## config.mk

```make
export PLATFORM = sky130hd
export DESIGN_NAME = peak_search_parabolic
export DESIGN_NICKNAME = d
export VERILOG_FILES = /design/src/rtl/psp_pkg.sv /design/src/rtl/psp_alu.sv /design/src/rtl/psp_track.sv /design/src/rtl/psp_solver.sv /design/src/rtl/peak_search_parabolic.sv
export SDC_FILE = /design/constraint.sdc
export NUM_CORES = 1
export LEC_CHECK = 0
export ABC_AREA = 1
export BUFFER_PORTS_ARGS = -buffer_cell sky130_fd_sc_hd__buf_2
export CAP_MARGIN = 10
export CORE_ASPECT_RATIO = 2
export CORE_MARGIN = 2
export CORE_UTILIZATION = 50
export DETAILED_ROUTE_END_ITERATION = 8
export PLACE_DENSITY = 0.66
export SKIP_CTS_REPAIR_TIMING = 1
export SLEW_MARGIN = 30
export SYNTH_ARGS = -nofsm -noshare
export SYNTH_HDL_FRONTEND = slang
export SYNTH_HIERARCHICAL = 1
export SYNTH_SLANG_ARGS = --single-unit
```

## constraint.sdc

```tcl
create_clock -name clock -period 15.6 [get_ports clock]
set_clock_uncertainty 0.05 [all_clocks]
set_input_delay 0.78 -clock clock [delete_from_list [all_inputs] [get_ports clock]]
set_output_delay 0.78 -clock clock [all_outputs]
set_load 0.05 [all_outputs]
```

## src/rtl/psp_pkg.sv

```systemverilog
package psp_pkg;

   localparam int SAMPLE_W     = 32;
   localparam int PEAK_INDEX_W = 10;
   // Magnitude of y3 - y1, its square, and the scaled divisor 8 * |den|.
   localparam int BM_W         = 33;
   localparam int PROD_W       = 2 * BM_W;
   localparam int DEN_W        = 35;
   localparam int DM_W         = 34;
   localparam int D_W          = DM_W + 3;
   localparam int REM_W        = D_W;
   localparam int ALU_W        = 40;
   localparam int STEP_W       = 7;

   typedef struct packed {
      logic signed [SAMPLE_W-1:0] sample;
      logic                       is_last;
   } req_type;

   typedef struct packed {
      logic signed [SAMPLE_W-1:0] peak_value;
      logic [PEAK_INDEX_W-1:0]    peak_index;
      logic                       index_valid;
   } rsp_type;

   // Three points around the extreme, captured at the end of a sweep.
   typedef struct packed {
      logic signed [SAMPLE_W-1:0] y1;
      logic signed [SAMPLE_W-1:0] y2;
      logic signed [SAMPLE_W-1:0] y3;
      logic [PEAK_INDEX_W-1:0]    index;
      logic                       interior;
   } snap_type;

   typedef enum logic [5:0] {
      S_IDLE  = 6'b000001,
      S_SETUP = 6'b000010,
      S_MUL   = 6'b000100,
      S_DIV   = 6'b001000,
      S_ADJ   = 6'b010000,
      S_DONE  = 6'b100000
   } state_type;

endpackage

```

## src/rtl/psp_alu.sv

```systemverilog
module psp_alu (
   input  logic [psp_pkg::ALU_W-1:0] op_a,
   input  logic [psp_pkg::ALU_W-1:0] op_b,
   input  logic                      sub,
   output logic [psp_pkg::ALU_W:0]   sum
);

   // Carry out of a subtraction is high when op_a >= op_b.
   assign sum = {1'b0, op_a} + {1'b0, (sub ? ~op_b : op_b)}
              + {{psp_pkg::ALU_W{1'b0}}, sub};

endmodule

```

## src/rtl/psp_track.sv

```systemverilog
module psp_track #(
   parameter int MAX_POINTS = 1024
) (
   input  logic               clock,
   input  logic               reset,
   input  logic               accept,
   input  psp_pkg::req_type   req,
   input  logic               find_max,
   output logic               start,
   output psp_pkg::snap_type  snap
);

   localparam int CNT_W = $clog2(MAX_POINTS);

   logic [CNT_W-1:0]  count_ff, count_in, bidx_ff, bidx_in, bidx_n;
   logic signed [31:0] best_ff, best_in, best_n;
   logic signed [31:0] before_ff, before_in, before_n;
   logic signed [31:0] after_ff, after_in, after_n;
   logic signed [31:0] prev_ff, prev_in, prev_n;
   logic              want_ff, want_in, want_n;
   logic              last, better;
   logic [psp_pkg::PEAK_INDEX_W-1:0] bidx_out;

   if (CNT_W >= psp_pkg::PEAK_INDEX_W) begin : g_trunc
      assign bidx_out = bidx_n[psp_pkg::PEAK_INDEX_W-1:0];
   end else begin : g_ext
      assign bidx_out = {{(psp_pkg::PEAK_INDEX_W-CNT_W){1'b0}}, bidx_n};
   end

   always_comb begin
      last   = req.is_last || (count_ff >= CNT_W'(MAX_POINTS - 1));
      better = find_max ? (req.sample > best_ff) : (req.sample < best_ff);

      best_n   = best_ff;
      bidx_n   = bidx_ff;
      before_n = before_ff;
      after_n  = after_ff;
      want_n   = want_ff;
      prev_n   = prev_ff;
      count_in = count_ff;

      if (accept) begin
         if (count_ff == '0) begin
            best_n   = req.sample;
            bidx_n   = '0;
            before_n = '0;
            want_n   = 1'b1;
         end else if (better) begin
            best_n   = req.sample;
            bidx_n   = count_ff;
            before_n = prev_ff;
            want_n   = 1'b1;
         end else if (want_ff) begin
            after_n = req.sample;
            want_n  = 1'b0;
         end
         prev_n   = req.sample;
         count_in = count_ff + CNT_W'(1);
      end

      snap.y1       = before_n;
      snap.y2       = best_n;
      snap.y3       = after_n;
      snap.index    = bidx_out;
      snap.interior = (bidx_n != '0) && (bidx_n < count_ff);
      start         = accept && last;

      best_in   = best_n;
      bidx_in   = bidx_n;
      before_in = before_n;
      after_in  = after_n;
      want_in   = want_n;
      prev_in   = prev_n;

      // The end of a sweep returns all sweep state to zero.
      if (start) begin
         best_in   = '0;
         bidx_in   = '0;
         before_in = '0;
         after_in  = '0;
         want_in   = 1'b0;
         prev_in   = '0;
         count_in  = '0;
      end
   end

   always_ff @(posedge clock) begin
      if (reset) begin
         count_ff  <= '0;
         bidx_ff   <= '0;
         best_ff   <= '0;
         before_ff <= '0;
         after_ff  <= '0;
         prev_ff   <= '0;
         want_ff   <= 1'b0;
      end else begin
         count_ff  <= count_in;
         bidx_ff   <= bidx_in;
         best_ff   <= best_in;
         before_ff <= before_in;
         after_ff  <= after_in;
         prev_ff   <= prev_in;
         want_ff   <= want_in;
      end
   end

endmodule

```

## src/rtl/psp_solver.sv

```systemverilog
module psp_solver (
   input  logic              clock,
   input  logic              reset,
   input  logic              start,
   input  psp_pkg::snap_type snap,
   input  logic              res_ready,
   output logic              idle,
   output logic              res_valid,
   output psp_pkg::rsp_type  res
);

   psp_pkg::state_type state_ff, state_in;

   logic [psp_pkg::STEP_W-1:0]   step_ff, step_in;
   logic signed [31:0]           y1_ff, y2_ff, y3_ff, y1_in, y2_in, y3_in;
   logic [psp_pkg::PEAK_INDEX_W-1:0] index_ff, index_in;
   logic                         interior_ff, interior_in;
   logic [psp_pkg::BM_W-1:0]     bm_ff, bm_in;
   logic [psp_pkg::D_W-1:0]      d_ff, d_in;
   logic                         den_neg_ff, den_neg_in;
   logic [psp_pkg::PROD_W-1:0]   prod_ff, prod_in;
   logic [psp_pkg::REM_W-1:0]    rem_ff, rem_in;
   logic signed [31:0]           result_ff, result_in;

   logic signed [32:0]                 b_w;
   logic signed [psp_pkg::DEN_W-1:0]   den_w;
   logic [psp_pkg::BM_W-1:0]           bm_w;
   logic [psp_pkg::DM_W-1:0]           dm_w;
   logic [psp_pkg::REM_W:0]            shifted;
   logic [psp_pkg::ALU_W-1:0]          op_a, op_b;
   logic                               sub;
   logic [psp_pkg::ALU_W:0]            alu_sum;
   logic                               q_big;
   logic [psp_pkg::ALU_W-32:0]         top_bits;

   psp_alu u_alu (
      .op_a (op_a),
      .op_b (op_b),
      .sub  (sub),
      .sum  (alu_sum)
   );

   always_comb begin
      b_w   = {y3_ff[31], y3_ff} - {y1_ff[31], y1_ff};
      den_w = psp_pkg::DEN_W'(y1_ff) - (psp_pkg::DEN_W'(y2_ff) <<< 1)
            + psp_pkg::DEN_W'(y3_ff);
      bm_w  = b_w[32] ? psp_pkg::BM_W'(-b_w) : psp_pkg::BM_W'(b_w);
      dm_w  = den_w[psp_pkg::DEN_W-1] ? psp_pkg::DM_W'(-den_w) : psp_pkg::DM_W'(den_w);

      shifted = {rem_ff, prod_ff[psp_pkg::PROD_W-1]};
      q_big   = (prod_ff[psp_pkg::PROD_W-1:35] != '0)
             || (prod_ff[34] && (prod_ff[33:0] != '0));
      top_bits = alu_sum[psp_pkg::ALU_W-1:31];

      op_a = '0;
      op_b = '0;
      sub  = 1'b0;
      case (state_ff)
         psp_pkg::S_MUL: begin
            op_a = psp_pkg::ALU_W'(prod_ff[psp_pkg::PROD_W-1:psp_pkg::BM_W]);
            op_b = prod_ff[0] ? psp_pkg::ALU_W'(bm_ff) : '0;
         end
         psp_pkg::S_DIV: begin
            op_a = psp_pkg::ALU_W'(shifted);
            op_b = psp_pkg::ALU_W'(d_ff);
            sub  = 1'b1;
         end
         psp_pkg::S_ADJ: begin
            op_a = psp_pkg::ALU_W'(y2_ff);
            op_b = psp_pkg::ALU_W'(prod_ff[34:0]);
            sub  = !den_neg_ff;
         end
         default: begin
         end
      endcase

      state_in    = state_ff;
      step_in     = step_ff;
      y1_in       = y1_ff;
      y2_in       = y2_ff;
      y3_in       = y3_ff;
      index_in    = index_ff;
      interior_in = interior_ff;
      bm_in       = bm_ff;
      d_in        = d_ff;
      den_neg_in  = den_neg_ff;
      prod_in     = prod_ff;
      rem_in      = rem_ff;
      result_in   = result_ff;

      case (state_ff)
         psp_pkg::S_IDLE: begin
            if (start) begin
               y1_in       = snap.y1;
               y2_in       = snap.y2;
               y3_in       = snap.y3;
               index_in    = snap.index;
               interior_in = snap.interior;
               state_in    = psp_pkg::S_SETUP;
            end
         end
         psp_pkg::S_SETUP: begin
            bm_in      = bm_w;
            d_in       = {dm_w, 3'b000};
            den_neg_in = den_w[psp_pkg::DEN_W-1];
            prod_in    = {{(psp_pkg::PROD_W-psp_pkg::BM_W){1'b0}}, bm_w};
            rem_in     = '0;
            step_in    = '0;
            result_in  = y2_ff;
            // Extreme at an end, equal neighbors or a flat curve give the plain extreme.
            if (!interior_ff || (y1_ff == y3_ff) || (den_w == '0)) begin
               state_in = psp_pkg::S_DONE;
            end else begin
               state_in = psp_pkg::S_MUL;
            end
         end
         psp_pkg::S_MUL: begin
            prod_in = {alu_sum[psp_pkg::BM_W:0], prod_ff[psp_pkg::BM_W-1:1]};
            step_in = step_ff + psp_pkg::STEP_W'(1);
            if (step_ff == psp_pkg::STEP_W'(psp_pkg::BM_W - 1)) begin
               step_in  = '0;
               state_in = psp_pkg::S_DIV;
            end
         end
         psp_pkg::S_DIV: begin
            rem_in  = alu_sum[psp_pkg::ALU_W] ? alu_sum[psp_pkg::REM_W-1:0]
                                              : shifted[psp_pkg::REM_W-1:0];
            prod_in = {prod_ff[psp_pkg::PROD_W-2:0], alu_sum[psp_pkg::ALU_W]};
            step_in = step_ff + psp_pkg::STEP_W'(1);
            if (step_ff == psp_pkg::STEP_W'(psp_pkg::PROD_W - 1)) begin
               step_in  = '0;
               state_in = psp_pkg::S_ADJ;
            end
         end
         psp_pkg::S_ADJ: begin
            if (q_big) begin
               result_in = den_neg_ff ? 32'sh7FFF_FFFF : 32'sh8000_0000;
            end else if ((top_bits != '0) && (top_bits != '1)) begin
               result_in = top_bits[psp_pkg::ALU_W-32] ? 32'sh8000_0000 : 32'sh7FFF_FFFF;
            end else begin
               result_in = alu_sum[31:0];
            end
            state_in = psp_pkg::S_DONE;
         end
         psp_pkg::S_DONE: begin
            if (res_ready) begin
               state_in = psp_pkg::S_IDLE;
            end
         end
         default: begin
            state_in = psp_pkg::S_IDLE;
         end
      endcase
   end

   assign idle            = (state_ff == psp_pkg::S_IDLE);
   assign res_valid       = (state_ff == psp_pkg::S_DONE);
   assign res.peak_value  = result_ff;
   assign res.peak_index  = index_ff;
   assign res.index_valid = interior_ff;

   always_ff @(posedge clock) begin
      if (reset) begin
         state_ff <= psp_pkg::S_IDLE;
         step_ff  <= '0;
      end else begin
         state_ff <= state_in;
         step_ff  <= step_in;
      end
   end

   always_ff @(posedge clock) begin
      y1_ff       <= y1_in;
      y2_ff       <= y2_in;
      y3_ff       <= y3_in;
      index_ff    <= index_in;
      interior_ff <= interior_in;
      bm_ff       <= bm_in;
      d_ff        <= d_in;
      den_neg_ff  <= den_neg_in;
      prod_ff     <= prod_in;
      rem_ff      <= rem_in;
      result_ff   <= result_in;
   end

endmodule

```

## src/rtl/peak_search_parabolic.sv

```systemverilog
// Parabolic peak search over one sweep. Each word on the request channel carries one
// signed Q16.16 sample; the block keeps the running maximum (csr_wr_data = 1, the reset
// value) or minimum, first occurrence winning on ties, together with its two neighbors.
// Samples are taken one per cycle while req_stall is low. The last sample of a sweep
// (is_last, or the sample at index MAX_POINTS-1) produces one response word: the
// parabola vertex y2 - (y3-y1)^2 / (8*(y1-2*y2+y3)), correction truncated toward
// zero and the sum saturated to 32 bits. When the extreme sits at either end of the
// sweep the plain extreme is returned with index_valid low; equal neighbors or a zero
// denominator also return the plain extreme, with index_valid high. After the last
// sample the request channel stalls while a single shared adder works the result:
// setup, 33 shift-add squaring steps, 66 restoring division steps, the final add and
// the hand-off to the output register, or setup and the hand-off alone when no
// interpolation is needed. The hand-off waits while the output register still holds
// a word that has not been taken, which lengthens the stall by that wait.
// The response sits in an output register, so a new sweep can stream in while it waits
// to be taken. Configuration writes belong between sweeps.
module peak_search_parabolic #(
   parameter int MAX_POINTS = 1024
) (
   input  logic             clock,
   input  logic             reset,
   input  logic             req_valid,
   output logic             req_stall,
   input  psp_pkg::req_type req_data,
   output logic             rsp_valid,
   input  logic             rsp_stall,
   output psp_pkg::rsp_type rsp_data,
   input  logic             csr_wr_en,
   input  logic             csr_wr_data
);

   logic              find_max_ff, find_max_in;
   logic              rsp_valid_ff, rsp_valid_in;
   psp_pkg::rsp_type  rsp_data_ff, rsp_data_in;
   logic              accept, start, solver_idle, res_valid, res_ready;
   psp_pkg::snap_type snap;
   psp_pkg::rsp_type  res;

   // Samples are refused only while the solver is busy with a finished sweep.
   assign req_stall = !solver_idle;
   assign accept    = req_valid && !req_stall;

   psp_track #(
      .MAX_POINTS (MAX_POINTS)
   ) u_track (
      .clock    (clock),
      .reset    (reset),
      .accept   (accept),
      .req      (req_data),
      .find_max (find_max_ff),
      .start    (start),
      .snap     (snap)
   );

   psp_solver u_solver (
      .clock     (clock),
      .reset     (reset),
      .start     (start),
      .snap      (snap),
      .res_ready (res_ready),
      .idle      (solver_idle),
      .res_valid (res_valid),
      .res       (res)
   );

   // The output register takes a new word when it is empty or being emptied.
   assign res_ready = !rsp_valid_ff || !rsp_stall;

   always_comb begin
      find_max_in  = csr_wr_en ? csr_wr_data : find_max_ff;
      rsp_valid_in = rsp_valid_ff;
      rsp_data_in  = rsp_data_ff;
      if (rsp_valid_ff && !rsp_stall) begin
         rsp_valid_in = 1'b0;
      end
      if (res_valid && res_ready) begin
         rsp_valid_in = 1'b1;
         rsp_data_in  = res;
      end
   end

   always_ff @(posedge clock) begin
      if (reset) begin
         find_max_ff  <= 1'b1;
         rsp_valid_ff <= 1'b0;
      end else begin
         find_max_ff  <= find_max_in;
         rsp_valid_ff <= rsp_valid_in;
      end
   end

   always_ff @(posedge clock) begin
      rsp_data_ff <= rsp_data_in;
   end

   assign rsp_valid = rsp_valid_ff;
   assign rsp_data  = rsp_data_ff;

endmodule
```

======== Yosys cells after proc, flatten, opt, wreduce, memory -nomap -nowiden ========
Index checks and enable logic that the tools add are counted.
Widths: inputs -> output; s select.
storage, ports and cells
  output and inout port bits .............. 45
  input port bits ......................... 39
  memories ................................ 0
  memory bits (read-only) ................. 0
  word-level logic and storage cells ...... 125
  bits in registers ....................... 517
  latch bits .............................. 0
  memory bits (writable) .................. 0
operators by class
  reductions and logical operators ........ 30
  equality and inequality tests ........... 14
  multipliers ............................. 0
  $add $sub $neg .......................... 9
  divide/modulo/power cells ............... 0
  order comparisons ....................... 4
  bitwise gates (word level) .............. 1
  mux-type cells .......................... 42
  shift-type cells ........................ 0
operator list
  kind                number
  $mux 32             14
  $pmux 40 s3         2
  $pmux 66 s3         1
  $pmux 37 s2         1
  $mux 33             2
  $pmux 32 s2         1
  $add 40x40->41      1
  $add 41x1->41       1
  $mux 40             1
  $not 40->40         1
  $mux 37             1
  $pmux 6 s6          1
  $add 34x32->35      1
  $logic_not 35->1    1
  $mux 34             1
  $neg 34->34         1
  $reduce_bool 34->1  1
  $sub 32x33->34      1
  $neg 33->33         1
  $sub 32x32->33      1
  $eq 32x32->1        1
  $gt 32x32->1        1
  $lt 32x32->1        1
  $reduce_bool 31->1  1
  32 further kinds    61

======== Logic depth before layout (Yosys ltp) ========
  depth after elaboration ................. 11
  mapped depth ............................ 34
  gate-level depth less buffers ........... 30

======== Hierarchy ========
The synthesis kept the hierarchy.
modules (own cells, without submodules)
  module                 area each (um2)  times used  sequential area each (um2)  cells an instance
  psp_solver             21982.3          1           9539.1                      2845
  psp_track              7538.5           1           2982.9                      1084
  psp_alu                3447.1           1           0.0                         682
  peak_search_parabolic  1386.3           1           1331.3                      57

======== Worst setup path before layout ========
OpenSTA, ideal clock, no wires.
  path type ............................... flip-flop to flip-flop
  start ................................... reg u_solver.state_ff[5]
  end ..................................... reg u_solver/prod_ff[0] in the netlist's numbering, enable pin
  setup slack ............................. 5037 ps
  path buffers ............................ 0
  setup time .............................. 419 ps
  period minus slack after synthesis ...... 10563 ps
  arrival time ............................ 10094 ps
  cell stages (with the launch flop) ...... 6
  required time ........................... 15131 ps
  cell sequence ........................... dfxtp_1 nor2_1 inv_1 nor4_1 nor2_1 inv_1
between the ends
  cells in the longest elaborated chain, start to end .. 2
  elaborated cells on any way between the ends .. 4
  those cells by class .................... 3 x eq/ne; 1 x reduce/logical
RTL lines
  what                                      RTL line           text
  start: declaration                        psp_solver.sv:12   psp_pkg::state_type state_ff, state_in;
  start signal: assignment                  psp_solver.sv:164  state_ff <= psp_pkg::S_IDLE;
  start signal: assignment                  psp_solver.sv:167  state_ff <= state_in;
  $eq 6x2->1, or another cell as far along  psp_solver.sv:91   case (state_ff)
  $reduce_bool 3->1 (no line) (*)           --
  end signal: assignment                    psp_solver.sv:181  prod_ff <= prod_in;
  end: declaration                          psp_solver.sv:21   logic [psp_pkg::PROD_W-1:0] prod_ff, prod_in;
Mark *: on every way between the ends. The rest lies on a longest branch, timed or not.
A chain may end at the register's enable or synchronous reset.

======== Worst setup path in the final report ========
  start ................................... reg u_solver.state_ff[0]
  end ..................................... reg u_solver.result_ff[17] (data pin)
between the ends
  cells in the longest elaborated chain, start to end .. 11
  elaborated cells on any way between the ends .. 18
  those cells by class .................... 2 x add/sub; 5 x eq/ne; 8 x mux; 1 x bitwise; 2 x reduce/logical
RTL lines
  what                                             RTL line           text
  $eq 6x5->1, or another cell as far along         psp_solver.sv:58   case (state_ff)
  $pmux 40 s3 (*)                                  psp_solver.sv:58
  net u_solver.op_b, one bit                       psp_solver.sv:30   logic [psp_pkg::ALU_W-1:0] op_a, op_b;
  $not 40->40                                      psp_alu.sv:9       assign sum = {1'b0, op_a} + {1'b0, (sub ? ~op_b : op_b)}
  $mux 40 (*)                                      psp_alu.sv:9
  $add 40x40->41 (*)                               psp_alu.sv:9
  $add 41x1->41 (*)                                psp_alu.sv:10      + {{psp_pkg::ALU_W{1'b0}}, sub};
  net u_solver.alu_sum, one bit                    psp_solver.sv:32   logic [psp_pkg::ALU_W:0] alu_sum;
  $ne 9x9->1 or $reduce_bool 9->1 (tied branches)  psp_solver.sv:138  end else if ((top_bits != '0) && (top_bits != '1)) begin
  $logic_and 1x1->1 (*)                            psp_solver.sv:138
  $mux 32 (*)                                      psp_solver.sv:138
  $mux 32 (*)                                      psp_solver.sv:136  if (q_big) begin
  $pmux 32 s2 (*)                                  psp_solver.sv:91
  net u_solver.result_in[17]                       psp_solver.sv:23   logic signed [31:0] result_ff, result_in;
  end signal: assignment                           psp_solver.sv:183  result_ff <= result_in;
  end: declaration                                 psp_solver.sv:23
The timed path passes the listed nets; every way through them passes the cells marked *.

==> impl_metrics.yaml <==
status:
  status: "completed"
grt:
  grt_max_degree: 83
  antenna_found_initial: 3
  grt_usage_pct: 30.84
  grt_pass1_vias: 29280
  grt_pass1_wl_um: 167900
  overflow: 0
clock_network:
  clk_pin_slew_ns: 0.07
  cts_tree: "built"
  clk-insertion-delay-late_ns: 0.60
  cts_root_buffer: "clkbuf_16"
  cts.sinks: 516
  numCtsBuffers: 47
  cts-htree-levels: 2
  clock_path_buffers: 3
power:
  powerDensity_nw_per_um2: 173.6
  ir_drop_mv: 0.1471
  p_leak_nw: 18.35
synthesis:
  synthCells: 4668
  yosysWarnings: 6
  synthFlopType: "edfxtp_1"
  avgSynthCellArea_um2: 7.360
  synth_seq_cells: 516
  yosysSeqAreaShare_pct: 40.32
  async_flop_share_pct: 0
  synth_top_area_cell: "edfxtp_1"
  synth_top_area_share_pct: 30.77
  synthTopCellsByArea: "edfxtp_1, nand2_1, inv_1"
  synth_edf_count: 352
  ys_types: 57
  syn-cell-area_um2: 34350
floorplanning:
  start_util_pct: 50.22
  core-area_um2: 68410
  fp-row-count: 136
  dieWidth_um: 189.4
  die_h_um: 374.7
  pin_count: 84
  die-area_um2: 70950
timing:
  min_period_ns: 6.837
  tns_ns: 0
  fmaxAchievable_ghz: 0.1463
  finalCritPeriodShare_pct: 43.83
  maxSlewViolCount: 0
  worst_slack_ns: 8.763
  max_slew.worst_pin.slew_ns: 0.9562
  rsz0062_at_grt: "false"
  finalSetupViolCount: 0
  report.final.hold_viol_count: 0
  slew_headroom_pct: 36.25
drt:
  drtPass1Iterations: 6
  routed_wl_um: 109000
  routedWlPerCell_um: 19.34
  vias: 30110
  drc: 0
  ant_nets: 0
  avgViaCountPerCell: 5.342
  drt_iter0_drc: 2660
finish:
  layout-drive-gt1-share_pct: 6.503
  multi_input_area_um2: 16450
  fill_cells: 6784
  areaGrowthSynthToFinish_pct: 8.002
  seqCellArea_um2: 13850
  mostFrequentLayoutCells: "nand2_1, inv_1, nor2_1, edfxtp_1, nand3_1"
  final_common_cell: "nand2_1"
  fin_nets: 4928
worst_setup_path:
  arrival_ns: 7.10
  path_common_cell: "nand2_1"
  endpoint_kind: "flop"
  required_ns: 15.86
  crit_fanout: 82
  startpoint_type: "flop"
  worst-setup-path-type: "flop to flop"
  slowest_delay_ns: 0.81
  cp_slowest_cell: "buf_4"
placed_design:
  gp_congestion: 0.9508
  io_buffers: 83
  hpwlAfterDp_um: 84860
  place_ws_ns: 8.582
min_path:
  hold_path_class: "input port to flop"
job:
  maxCapViolCount: 0
[routing by layer]
metal | track usage [%] | vias to the layer above | wire length, um
met5 | 0 | - | 0
met4 | 18.43 | 0 | 7699
met3 | 3.303 | 223 | 6066
met2 | 52.24 | 1033 | 51730
met1 | 37.69 | 13970 | 43510
li1 | - | 14880 | -
[kinds of logic (layout without fill, tap and decap cells)]
group / after synthesis / count (layout) / synth area share [%]
adders and majority gates: 188 / 188 / 7.590
buffers and inverters: 1077 / 1143 / 12.03
xor gates and xnor gates: 129 / 129 / 3.354
DFF: 516 / 516 / 40.32
and+or+nand+nor: 2182 / 2182 / 26.28
AOI/OAI and AO/OA: 575 / 575 / 10.41
other: 1 / 6 / 0.01092
[stage by stage]
stage / instances / total power [mW] / utilization (%) / cell area (um^2) / hold slack, ns
after global placement: 5549 / 5.221 / 52.03 / 35590 / 0.3515
final: 5636 / 6.440 / 54.24 / 37100 / 0.3477
after CTS: 5633 / 6.435 / 54.22 / 37090 / 0.3080
after detailed placement: 5549 / 5.264 / 52.04 / 35600 / 0.3580
after global routing: 5634 / 6.926 / 54.23 / 37100 / 0.3448
after floorplan: 4670 / 4.324 / - / 34360 / 0.3503
[cell type report]
type | instances | area share, %
Multi-Input combinational cell | 3077 | 44.34
Clock inverter | 24 | 0.5699
Antenna cell | 3 | 0.02023
Inverter | 952 | 9.645
Timing Repair Buffer | 107 | 1.615
Tap cell | 897 | 3.025
Sequential cell | 516 | 37.34
Clock buffer | 60 | 3.443
[power breakdown]
| part | switching (mW) | leakage [nW] | internal [mW] |
|---|---|---|---|
| Combinational | 2.37 | 13.1 | 1.00 |
| Sequential | 0.0940 | 4.55 | 1.82 |
| Clock | 0.522 | 0.736 | 0.631 |
| Total | 2.99 | 18.4 | 3.45 |
[worst max-delay path: cells and delay by family (launching register included)]
| family | cells | cell delay (ns) |
|---|---|---|
| DFF | 1 | 0.36 |
| AOI/OAI and AO/OA | 4 | 0.56 |
| buffers and inverters | 6 | 2.17 |
| adders and majority gates | 1 | 0.41 |
| and+or+nand+nor | 17 | 2.94 |
[sequential cells by signal, summed over array words and instances, names as in the netlist, 32 cells and up]
register and count:
u_solver/y3_ff 32, u_track/prev_ff 32, u_solver/prod_ff 66, u_solver/bm_ff 33, u_solver/d_ff 33, u_track/before_ff 32
u_solver/y2_ff 32, rsp_data 43, u_solver/y1_ff 32, u_track/after_ff 32, u_track/best_ff 32, u_solver/result_ff 32
u_solver/rem_ff 37
[final timing paths]
kind | from | end | slack [ns] | depth (start not counted)
setup reg to reg | u_solver/state_ff[0] | u_solver/result_ff[17] | 8.76 | 28
setup / recovery | u_solver/state_ff[0] | u_solver/result_ff[17] | 8.76 | 28
hold / removal | csr_wr_data | find_max_ff | 0.35 | 3
hold reg to reg | u_solver/index_ff[5] | rsp_data[6] | 0.37 | 0
[cells in the mapped netlist, types with 3 or more instances]
cell type and number:
inv_1 941, nand2_1 1406, nor3_1 35, xnor2_1 26, fa_1 34, o221ai_1 46, nand3_2 12, and2_1 25
inv_2 6, clkbuf_1 86, a22oi_1 74, o21ai_0 140, nand2_2 26, nor2_2 18, buf_6 7, buf_4 4
edfxtp_1 352, nor4_1 15, nor2_1 383, o22ai_1 43, xor2_1 100, a31oi_1 6, a211oi_1 3, o21bai_1 7
a21oi_1 174, a21o_1 5, nand3_1 180, nand4_1 59, buf_1 11, o211ai_1 30, nand3b_1 10, buf_2 15
dfxtp_1 164, ha_1 154, xor2_2 3, clkinv_1 4, o21ai_2 35
Note: power is estimated with default switching activity, not from simulation.
